--- src/sv/tsdt_pkg.sv ---
// package: shared types and constants for the tcp session demux table
`timescale 1ns / 1ps

package tsdt_pkg;

    // table geometry
    localparam int TABLE_DEPTH = 16;
    localparam int HANDLE_BITS = 8;
    localparam int IDX_BITS    = (TABLE_DEPTH > 1) ? $clog2(TABLE_DEPTH) : 1;
    localparam int CNT_BITS    = $clog2(TABLE_DEPTH + 1);

    // request kinds
    localparam logic [1:0] KIND_REGISTER = 2'd0;
    localparam logic [1:0] KIND_REMOVE   = 2'd1;
    localparam logic [1:0] KIND_LOOKUP   = 2'd2;

    // result status codes
    localparam logic [1:0] STATUS_OK        = 2'd0;
    localparam logic [1:0] STATUS_FULL      = 2'd1;
    localparam logic [1:0] STATUS_NOT_FOUND = 2'd2;

    // request transfer payload
    typedef struct packed {
        logic [1:0]  kind;
        logic [7:0]  handle;
        logic [15:0] loc_port;
        logic [31:0] remote_addr;
        logic [15:0] remote_port;
        logic        listening;
    } in_item_t;

    // result transfer payload
    typedef struct packed {
        logic [1:0] status;
        logic [7:0] match_handle;
        logic       via_listener;
    } out_item_t;

    // commands from controller to datapath
    typedef struct packed {
        logic capture;
        logic commit;
    } dp_cmd_t;

endpackage

--- src/sv/tsdt_ctrl.sv ---
// controller: sequences capture and commit of one request at a time
`timescale 1ns / 1ps

module tsdt_ctrl (
    input  logic              aclk,
    input  logic              aresetn,
    input  logic              s_valid,
    output logic              s_ready,
    output logic              m_valid,
    input  logic              m_ready,
    output tsdt_pkg::dp_cmd_t cmd
);

    typedef enum logic [0:0] {
        ST_IDLE,
        ST_EXEC
    } state_t;

    state_t state_reg;
    logic   m_valid_reg;
    logic   out_free;

    // result slot can take a new result this cycle
    assign out_free    = !m_valid_reg || m_ready;

    assign s_ready     = (state_reg == ST_IDLE);
    assign m_valid     = m_valid_reg;
    assign cmd.capture = (state_reg == ST_IDLE) && s_valid;
    assign cmd.commit  = (state_reg == ST_EXEC) && out_free;

    // state and result valid
    always_ff @(posedge aclk) begin
        if (!aresetn) begin
            state_reg   <= ST_IDLE;
            m_valid_reg <= 1'b0;
        end else begin
            // a new result replaces the one leaving in the same cycle
            if ((state_reg == ST_EXEC) && out_free) begin
                m_valid_reg <= 1'b1;
            end else if (m_valid_reg && m_ready) begin
                m_valid_reg <= 1'b0;
            end
            unique case (state_reg)
                ST_IDLE: begin
                    if (s_valid) begin
                        state_reg <= ST_EXEC;
                    end
                end
                ST_EXEC: begin
                    if (out_free) begin
                        state_reg <= ST_IDLE;
                    end
                end
                default: begin
                    state_reg <= ST_IDLE;
                end
            endcase
        end
    end

endmodule

--- src/sv/tsdt_datapath.sv ---
// datapath: session table, parallel match, ordered update and result register
`timescale 1ns / 1ps

module tsdt_datapath (
    input  logic                aclk,
    input  logic                aresetn,
    input  tsdt_pkg::dp_cmd_t   cmd,
    input  tsdt_pkg::in_item_t  s_data,
    output tsdt_pkg::out_item_t m_data
);

    typedef struct packed {
        logic [tsdt_pkg::HANDLE_BITS-1:0] handle;
        logic [15:0]                      loc_port;
        logic [31:0]                      remote_addr;
        logic [15:0]                      remote_port;
        logic                             listening;
    } entry_t;

    tsdt_pkg::in_item_t  req_reg;
    tsdt_pkg::out_item_t res_reg;
    tsdt_pkg::out_item_t res_next;
    entry_t              table_reg  [tsdt_pkg::TABLE_DEPTH];
    entry_t              table_next [tsdt_pkg::TABLE_DEPTH];
    entry_t              shifted    [tsdt_pkg::TABLE_DEPTH];
    entry_t              new_entry;
    logic [tsdt_pkg::CNT_BITS-1:0] count_reg;
    logic [tsdt_pkg::CNT_BITS-1:0] count_next;
    logic [tsdt_pkg::HANDLE_BITS-1:0] req_handle;

    logic [tsdt_pkg::TABLE_DEPTH-1:0] in_use;
    logic [tsdt_pkg::TABLE_DEPTH-1:0] hit_exact;
    logic [tsdt_pkg::TABLE_DEPTH-1:0] hit_listen;
    logic [tsdt_pkg::TABLE_DEPTH-1:0] hit_handle;
    logic                             exact_any;
    logic                             listen_any;
    logic                             handle_any;
    logic [tsdt_pkg::IDX_BITS-1:0]    exact_idx;
    logic [tsdt_pkg::IDX_BITS-1:0]    listen_idx;
    logic [tsdt_pkg::IDX_BITS-1:0]    rm_idx;
    logic                             full;
    logic                             do_append;
    logic                             do_remove;

    assign req_handle = req_reg.handle[tsdt_pkg::HANDLE_BITS-1:0];
    assign full       = (count_reg == tsdt_pkg::CNT_BITS'(tsdt_pkg::TABLE_DEPTH));
    assign do_append  = cmd.commit && (req_reg.kind == tsdt_pkg::KIND_REGISTER) && !full;
    assign do_remove  = cmd.commit && (req_reg.kind == tsdt_pkg::KIND_REMOVE) && handle_any;

    assign new_entry.handle      = req_handle;
    assign new_entry.loc_port    = req_reg.loc_port;
    assign new_entry.remote_addr = req_reg.remote_addr;
    assign new_entry.remote_port = req_reg.remote_port;
    assign new_entry.listening   = req_reg.listening;

    // per-entry compare against the held request
    always_comb begin
        for (int i = 0; i < tsdt_pkg::TABLE_DEPTH; i++) begin
            in_use[i]     = (tsdt_pkg::CNT_BITS'(i) < count_reg);
            hit_exact[i]  = in_use[i]
                            && (table_reg[i].loc_port == req_reg.loc_port)
                            && (table_reg[i].remote_addr == req_reg.remote_addr)
                            && (table_reg[i].remote_port == req_reg.remote_port);
            hit_listen[i] = in_use[i] && table_reg[i].listening
                            && (table_reg[i].loc_port == req_reg.loc_port);
            hit_handle[i] = in_use[i] && (table_reg[i].handle == req_handle);
        end
    end

    // earliest hit of each kind (scan from the back so the lowest index wins)
    always_comb begin
        exact_any  = 1'b0;
        listen_any = 1'b0;
        handle_any = 1'b0;
        exact_idx  = '0;
        listen_idx = '0;
        rm_idx     = '0;
        for (int i = tsdt_pkg::TABLE_DEPTH - 1; i >= 0; i--) begin
            if (hit_exact[i]) begin
                exact_any = 1'b1;
                exact_idx = tsdt_pkg::IDX_BITS'(i);
            end
            if (hit_listen[i]) begin
                listen_any = 1'b1;
                listen_idx = tsdt_pkg::IDX_BITS'(i);
            end
            if (hit_handle[i]) begin
                handle_any = 1'b1;
                rm_idx     = tsdt_pkg::IDX_BITS'(i);
            end
        end
    end

    // neighbor feeding each entry when the list closes up
    genvar g;
    generate
        for (g = 0; g < tsdt_pkg::TABLE_DEPTH; g++) begin : g_entry
            if (g < tsdt_pkg::TABLE_DEPTH - 1) begin : g_shift
                assign shifted[g] = table_reg[g + 1];
            end else begin : g_last
                assign shifted[g] = table_reg[g];
            end
        end
    endgenerate

    // next table contents: append at the tail or close up after a removal
    always_comb begin
        for (int i = 0; i < tsdt_pkg::TABLE_DEPTH; i++) begin
            table_next[i] = table_reg[i];
            if (do_append && (tsdt_pkg::CNT_BITS'(i) == count_reg)) begin
                table_next[i] = new_entry;
            end else if (do_remove && (tsdt_pkg::IDX_BITS'(i) >= rm_idx)) begin
                table_next[i] = shifted[i];
            end
        end
    end

    // entry count
    always_comb begin
        count_next = count_reg;
        if (do_append) begin
            count_next = count_reg + 1'b1;
        end else if (do_remove) begin
            count_next = count_reg - 1'b1;
        end
    end

    // result for the held request
    always_comb begin
        res_next.status       = tsdt_pkg::STATUS_NOT_FOUND;
        res_next.match_handle = '0;
        res_next.via_listener = 1'b0;
        case (req_reg.kind)
            tsdt_pkg::KIND_REGISTER: begin
                res_next.status = full ? tsdt_pkg::STATUS_FULL : tsdt_pkg::STATUS_OK;
            end
            tsdt_pkg::KIND_REMOVE: begin
                if (handle_any) begin
                    res_next.status = tsdt_pkg::STATUS_OK;
                end
            end
            tsdt_pkg::KIND_LOOKUP: begin
                if (exact_any) begin
                    res_next.status       = tsdt_pkg::STATUS_OK;
                    res_next.match_handle = 8'(table_reg[exact_idx].handle);
                end else if (listen_any) begin
                    res_next.status       = tsdt_pkg::STATUS_OK;
                    res_next.match_handle = 8'(table_reg[listen_idx].handle);
                    res_next.via_listener = 1'b1;
                end
            end
            default: begin
                res_next.status = tsdt_pkg::STATUS_NOT_FOUND;
            end
        endcase
    end

    // entry count is control state
    always_ff @(posedge aclk) begin
        if (!aresetn) begin
            count_reg <= '0;
        end else begin
            count_reg <= count_next;
        end
    end

    // payload registers: request, table and result
    always_ff @(posedge aclk) begin
        if (cmd.capture) begin
            req_reg <= s_data;
        end
        if (cmd.commit) begin
            res_reg <= res_next;
        end
        for (int i = 0; i < tsdt_pkg::TABLE_DEPTH; i++) begin
            table_reg[i] <= table_next[i];
        end
    end

    assign m_data = res_reg;

endmodule

--- src/sv/tcp_session_demux_table.sv ---
// top level: tcp session demux table with register, remove and lookup
//
// channel   direction  handshake           payload
// s_        in         s_valid / s_ready   tsdt_pkg::in_item_t  (kind, handle, ports, addr)
// m_        out        m_valid / m_ready   tsdt_pkg::out_item_t (status, handle, via_listener)
//
// a request is captured in the idle state; the parallel compare over all table entries,
// the priority select and the table update then commit together in the exec state.
// the result sits in an output register; a new request is taken while it waits.
// a finished request stalls in the exec state until the output register is free.
// aresetn (synchronous, active low) empties the table at once; no clearing pass.
`timescale 1ns / 1ps

module tcp_session_demux_table (
    input  logic                aclk,
    input  logic                aresetn,
    input  logic                s_valid,
    output logic                s_ready,
    input  tsdt_pkg::in_item_t  s_data,
    output logic                m_valid,
    input  logic                m_ready,
    output tsdt_pkg::out_item_t m_data
);

    tsdt_pkg::dp_cmd_t cmd;

    // sequencing
    tsdt_ctrl u_ctrl (
        .aclk    (aclk),
        .aresetn (aresetn),
        .s_valid (s_valid),
        .s_ready (s_ready),
        .m_valid (m_valid),
        .m_ready (m_ready),
        .cmd     (cmd)
    );

    // table and matching
    tsdt_datapath u_datapath (
        .aclk    (aclk),
        .aresetn (aresetn),
        .cmd     (cmd),
        .s_data  (s_data),
        .m_data  (m_data)
    );

endmodule
--- config.mk ---
export PLATFORM = sky130hd
export DESIGN_NAME = tcp_session_demux_table
export DESIGN_NICKNAME = d
export VERILOG_FILES = /design/src/sv/tsdt_pkg.sv /design/src/sv/tsdt_ctrl.sv /design/src/sv/tsdt_datapath.sv /design/src/sv/tcp_session_demux_table.sv
export SDC_FILE = /design/constraint.sdc
export NUM_CORES = 2
export LEC_CHECK = 0
export BUFFER_PORTS_ARGS = -buffer_cell sky130_fd_sc_hd__buf_2
export CAP_MARGIN = 20
export CORE_MARGIN = 2
export CORE_UTILIZATION = 35
export CTS_BUF_LIST = sky130_fd_sc_hd__clkbuf_8
export CTS_CLUSTER_DIAMETER = 60
export DETAILED_ROUTE_END_ITERATION = 6
export SLEW_MARGIN = 25
export SYNTH_ARGS = -nofsm -noshare
export SYNTH_HDL_FRONTEND = slang
export SYNTH_HIERARCHICAL = 1
export SYNTH_SLANG_ARGS = --single-unit
--- constraint.sdc ---
create_clock -name aclk -period 16.8 [get_ports aclk]
set_input_delay 0.84 -clock aclk [delete_from_list [all_inputs] [get_ports aclk]]
set_output_delay 0.84 -clock aclk [all_outputs]
set_load 0.005 [all_outputs]
==> qor.csv <==
stage,metric,value,unit
grt,largest net degree at the start of global routing,70,
critical_path,r2r setup slk,11320,ps
finish,Fill cells,19000,
critical_path,worst path required time,17560,ps
critical_path,Setup crit end kind,flip-flop,
grt,global-route wire length before repair,333,mm
pwr,VDD IR-drop max,0.0663,mV
synthesis,dominant cell type by area after synthesis,edfxtp_1,
timing,Final Cycle Share,0.326,
cts,Worst-Skew Late Latency,960,ps
placement,DP HPWL,159,mm
cts,clock root cell,clkbuf_8,
grt,vias in the first global route,44700,
timing,"Slew Viols, Final",0,
cts,register clock-pin slew on the reported worst setup and hold paths,60,ps
synthesis,most numerous cell in the Yosys netlist,edfxtp_1,
timing,Worst-Margin Slew,1100,ps
synthesis,Syn Nets,5274,
route,"antenna viol nets, final",0,
cts,CTS sink cnt,1261,
critical_path,critical path endpoint,u_datapath/m_data[4],
placement,Buffers on Ports,91,
synthesis,Syn. warnings,6,
die,# rows,164,
die,width of the die,452,um
critical_path,FF-to-FF End,u_datapath/m_data[4],
finish,Largest register FFs,1168,
timing,Slew HR,0.266,
cts,clock tree from TritonCTS,yes,
synthesis,Synth top cells by count,"edfxtp_1 (1254), mux2_2 (1114), xnor2_1 (792), xor2_1 (367), clkbuf_1 (290)",
status,status,"complete, but fails checks",
finish,Final Core Density,0.389,
placement,gpl congestion,0.921,
timing,Layout Skew,50.7,ps
synthesis,Synth cell types,86,
critical_path,CP Data Arrival Time,6240,ps
finish,area delta synth->final,10.6,%
grt,total congestion overflow,0,
pwr,pwr dens,84.4,nW/um^2
synthesis,Avg Inst Size Synth,13.5,sq um
timing,RSZ-0062 raised after global routing,false,
timing,setup_tns,0,ps
grt,initial antenna violation count,7,
critical_path,FF-to-FF Start,u_datapath/new_entry[23],
synthesis,Syn Std Cell Area,70100,sq um
timing,Final Critical Period,5480,ps
route,first-pass iteration count of the detailed router,6,
critical_path,Worst Setup SP,u_datapath/new_entry[23],
finish,Nets,5313,
finish,share of layout cells above drive strength 1,0.312,
route,Routed WL per cell,29.2,um
cts,TritonCTS buffer count,218,
die,Die Ht,452,um
synthesis,ys async rst share,0,
critical_path,Worst Reg-to-Reg Cells,14,
route,drt total wl,236,mm
route,DR vias/cell,5.54,
synthesis,"top cells by area, synth","edfxtp_1 (54%), mux2_2 (18%), xnor2_1 (9.9%)",
die,Core Footprint,199000,sq um
synthesis,Synth top area share,0.537,
finish,FF+latch area,37800,sq um
timing,fmax,0.182,GHz
cts,CTS HTree Levels,4,
die,I/O pins,92,
timing,Setup Viol. Count Final,0,
critical_path,critical-path maximum fanout,17,
min_path,Worst Hold Class,in -> reg,
pwr,Leak Pwr,25.4,nW
die,Initial Util,0.352,
timing,Final Hold Fails,0,
flow_run,MaxCap Viol Count,0,
critical_path,Startpoint Class,flip-flop,
synthesis,post-synthesis sequential area ratio,0.539,
synthesis,synthesized instance count,5190,
grt,Total Routing Usage GR,0.225,
route,DRC violations left,2,
synthesis,number of synthesized flops with an enable pin,1254,
status,failing checks,design-rule violations,
route,Initial DRC Count,4596,
cts,deepest clock path buffer count,3,
die,full die area,204000,sq um
synthesis,"Primary FF master, synth",edfxtp_1,
finish,Multi-input gate area,30400,sq um
synthesis,"flops & latches, synth",1261,
critical_path,crit path kind,reg -> reg,
route,via count,44700,
==> per-stage QoR <==
stage	worst slack (ps)	cell area, sq um	hold WS [ps]	power, W	instances
2_1_floorplan	5120	70100	421	0.00377	5190
3_3_place_gp	11260	73100	490	0.00391	7625
3_5_place_dp	11420	73200	494	0.00391	7627
4_1_cts	11430	77500	1.29	0.00660	8058
5_1_grt	11180	77600	17.7	0.00674	8063
6_report	11320	77600	80.7	0.00654	8066
==> per-layer routing <==
layer,part of all wire,up-vias,global-route usage
met3,0.066,427,0.0387
met4,0.039,0,0.0833
met5,0,-,0
li1,-,19400,-
met1,0.42,22900,0.294
met2,0.48,1940,0.373
==> worst min path at each step <==
stage | start | end | slack, ps | cells after the start
after floorplan | u_datapath/new_entry[49] | u_datapath/table_reg[15][49] | 420 | 0
after global placement | u_ctrl/m_valid | u_ctrl/state_reg | 490 | 2
after detailed placement | u_ctrl/m_valid | u_ctrl/state_reg | 490 | 2
after CTS | s_data[64] | u_datapath/new_entry[64] | 1 | 1
after global routing | s_data[14] | u_datapath/new_entry[14] | 20 | 1
final | s_data[0] | u_datapath/new_entry[0] | 80 | 1
==> worst max-delay path: stages (launching register included) <==
cell and delay, ps:
edfxtp_1 330, buf_4 330, buf_4 390, xnor2_1 220
nand4_1 200, nor4_1 640, nand3_1 510, nor4_1 570
a211oi_1 90, o21a_1 200, o21ai_0 530, nand2_1 440
and2_1 320, a22o_1 210, o311ai_1 300
==> repair_timing <==
item | CTS | global route
hold buffers | 36 | 0
endpoints found under the hold margin | 36 | 0
buffers inserted | 0 | 0
gates resized for setup | 0 | 0
endpoints found under the setup margin | 0 | 0
==> final cells by class <==
| class | instances | share of cell area |
|---|---|---|
| diodes | 6 | 0.000194 |
| clock inverters | 173 | 0.0122 |
| multi-input cells | 3453 | 0.392 |
| inverters | 28 | 0.00135 |
| repair buffers | 267 | 0.0245 |
| well taps | 2656 | 0.0428 |
| clock buffers | 222 | 0.0394 |
| flip-flops and latches | 1261 | 0.487 |
==> where the power goes <==
part | internal (W) | leakage (nW) | switching, W
logic | 0.000132 | 11.8 | 0.000280
registers | 0.00343 | 11.4 | 0.00000939
clock network | 0.00133 | 2.27 | 0.00135
==> cell usage in the layout, fill, tap and decap left out, types with 34 or more instances in the layout <==
master	count
edfxtp_1	1254
xnor2_1	792
clkbuf_8	222
buf_2	91
clkinv_1	66
inv_1	86
nand4_1	222
nand3_1	59
nor2_1	86
nand2_1	128
xor2_1	367
a21oi_1	34
nor4_1	147
o21ai_0	37
nor3_1	45
mux2_2	1114
buf_4	134
dlygate4sd3_1	36
mux2i_1	83
==> kinds of logic after synthesis <==
logic type	Yosys count	share of synthesized area
DFF	1261	0.539
muxes	1208	0.193
xor gates and xnor gates	1159	0.145
and+or+nand+nor	859	0.0685
buffers and inverters	476	0.0310
AOI/OAI and AO/OA	222	0.0234
adders and majority gates	5	0.000892
Note: power is estimated with default switching activity, not from simulation.
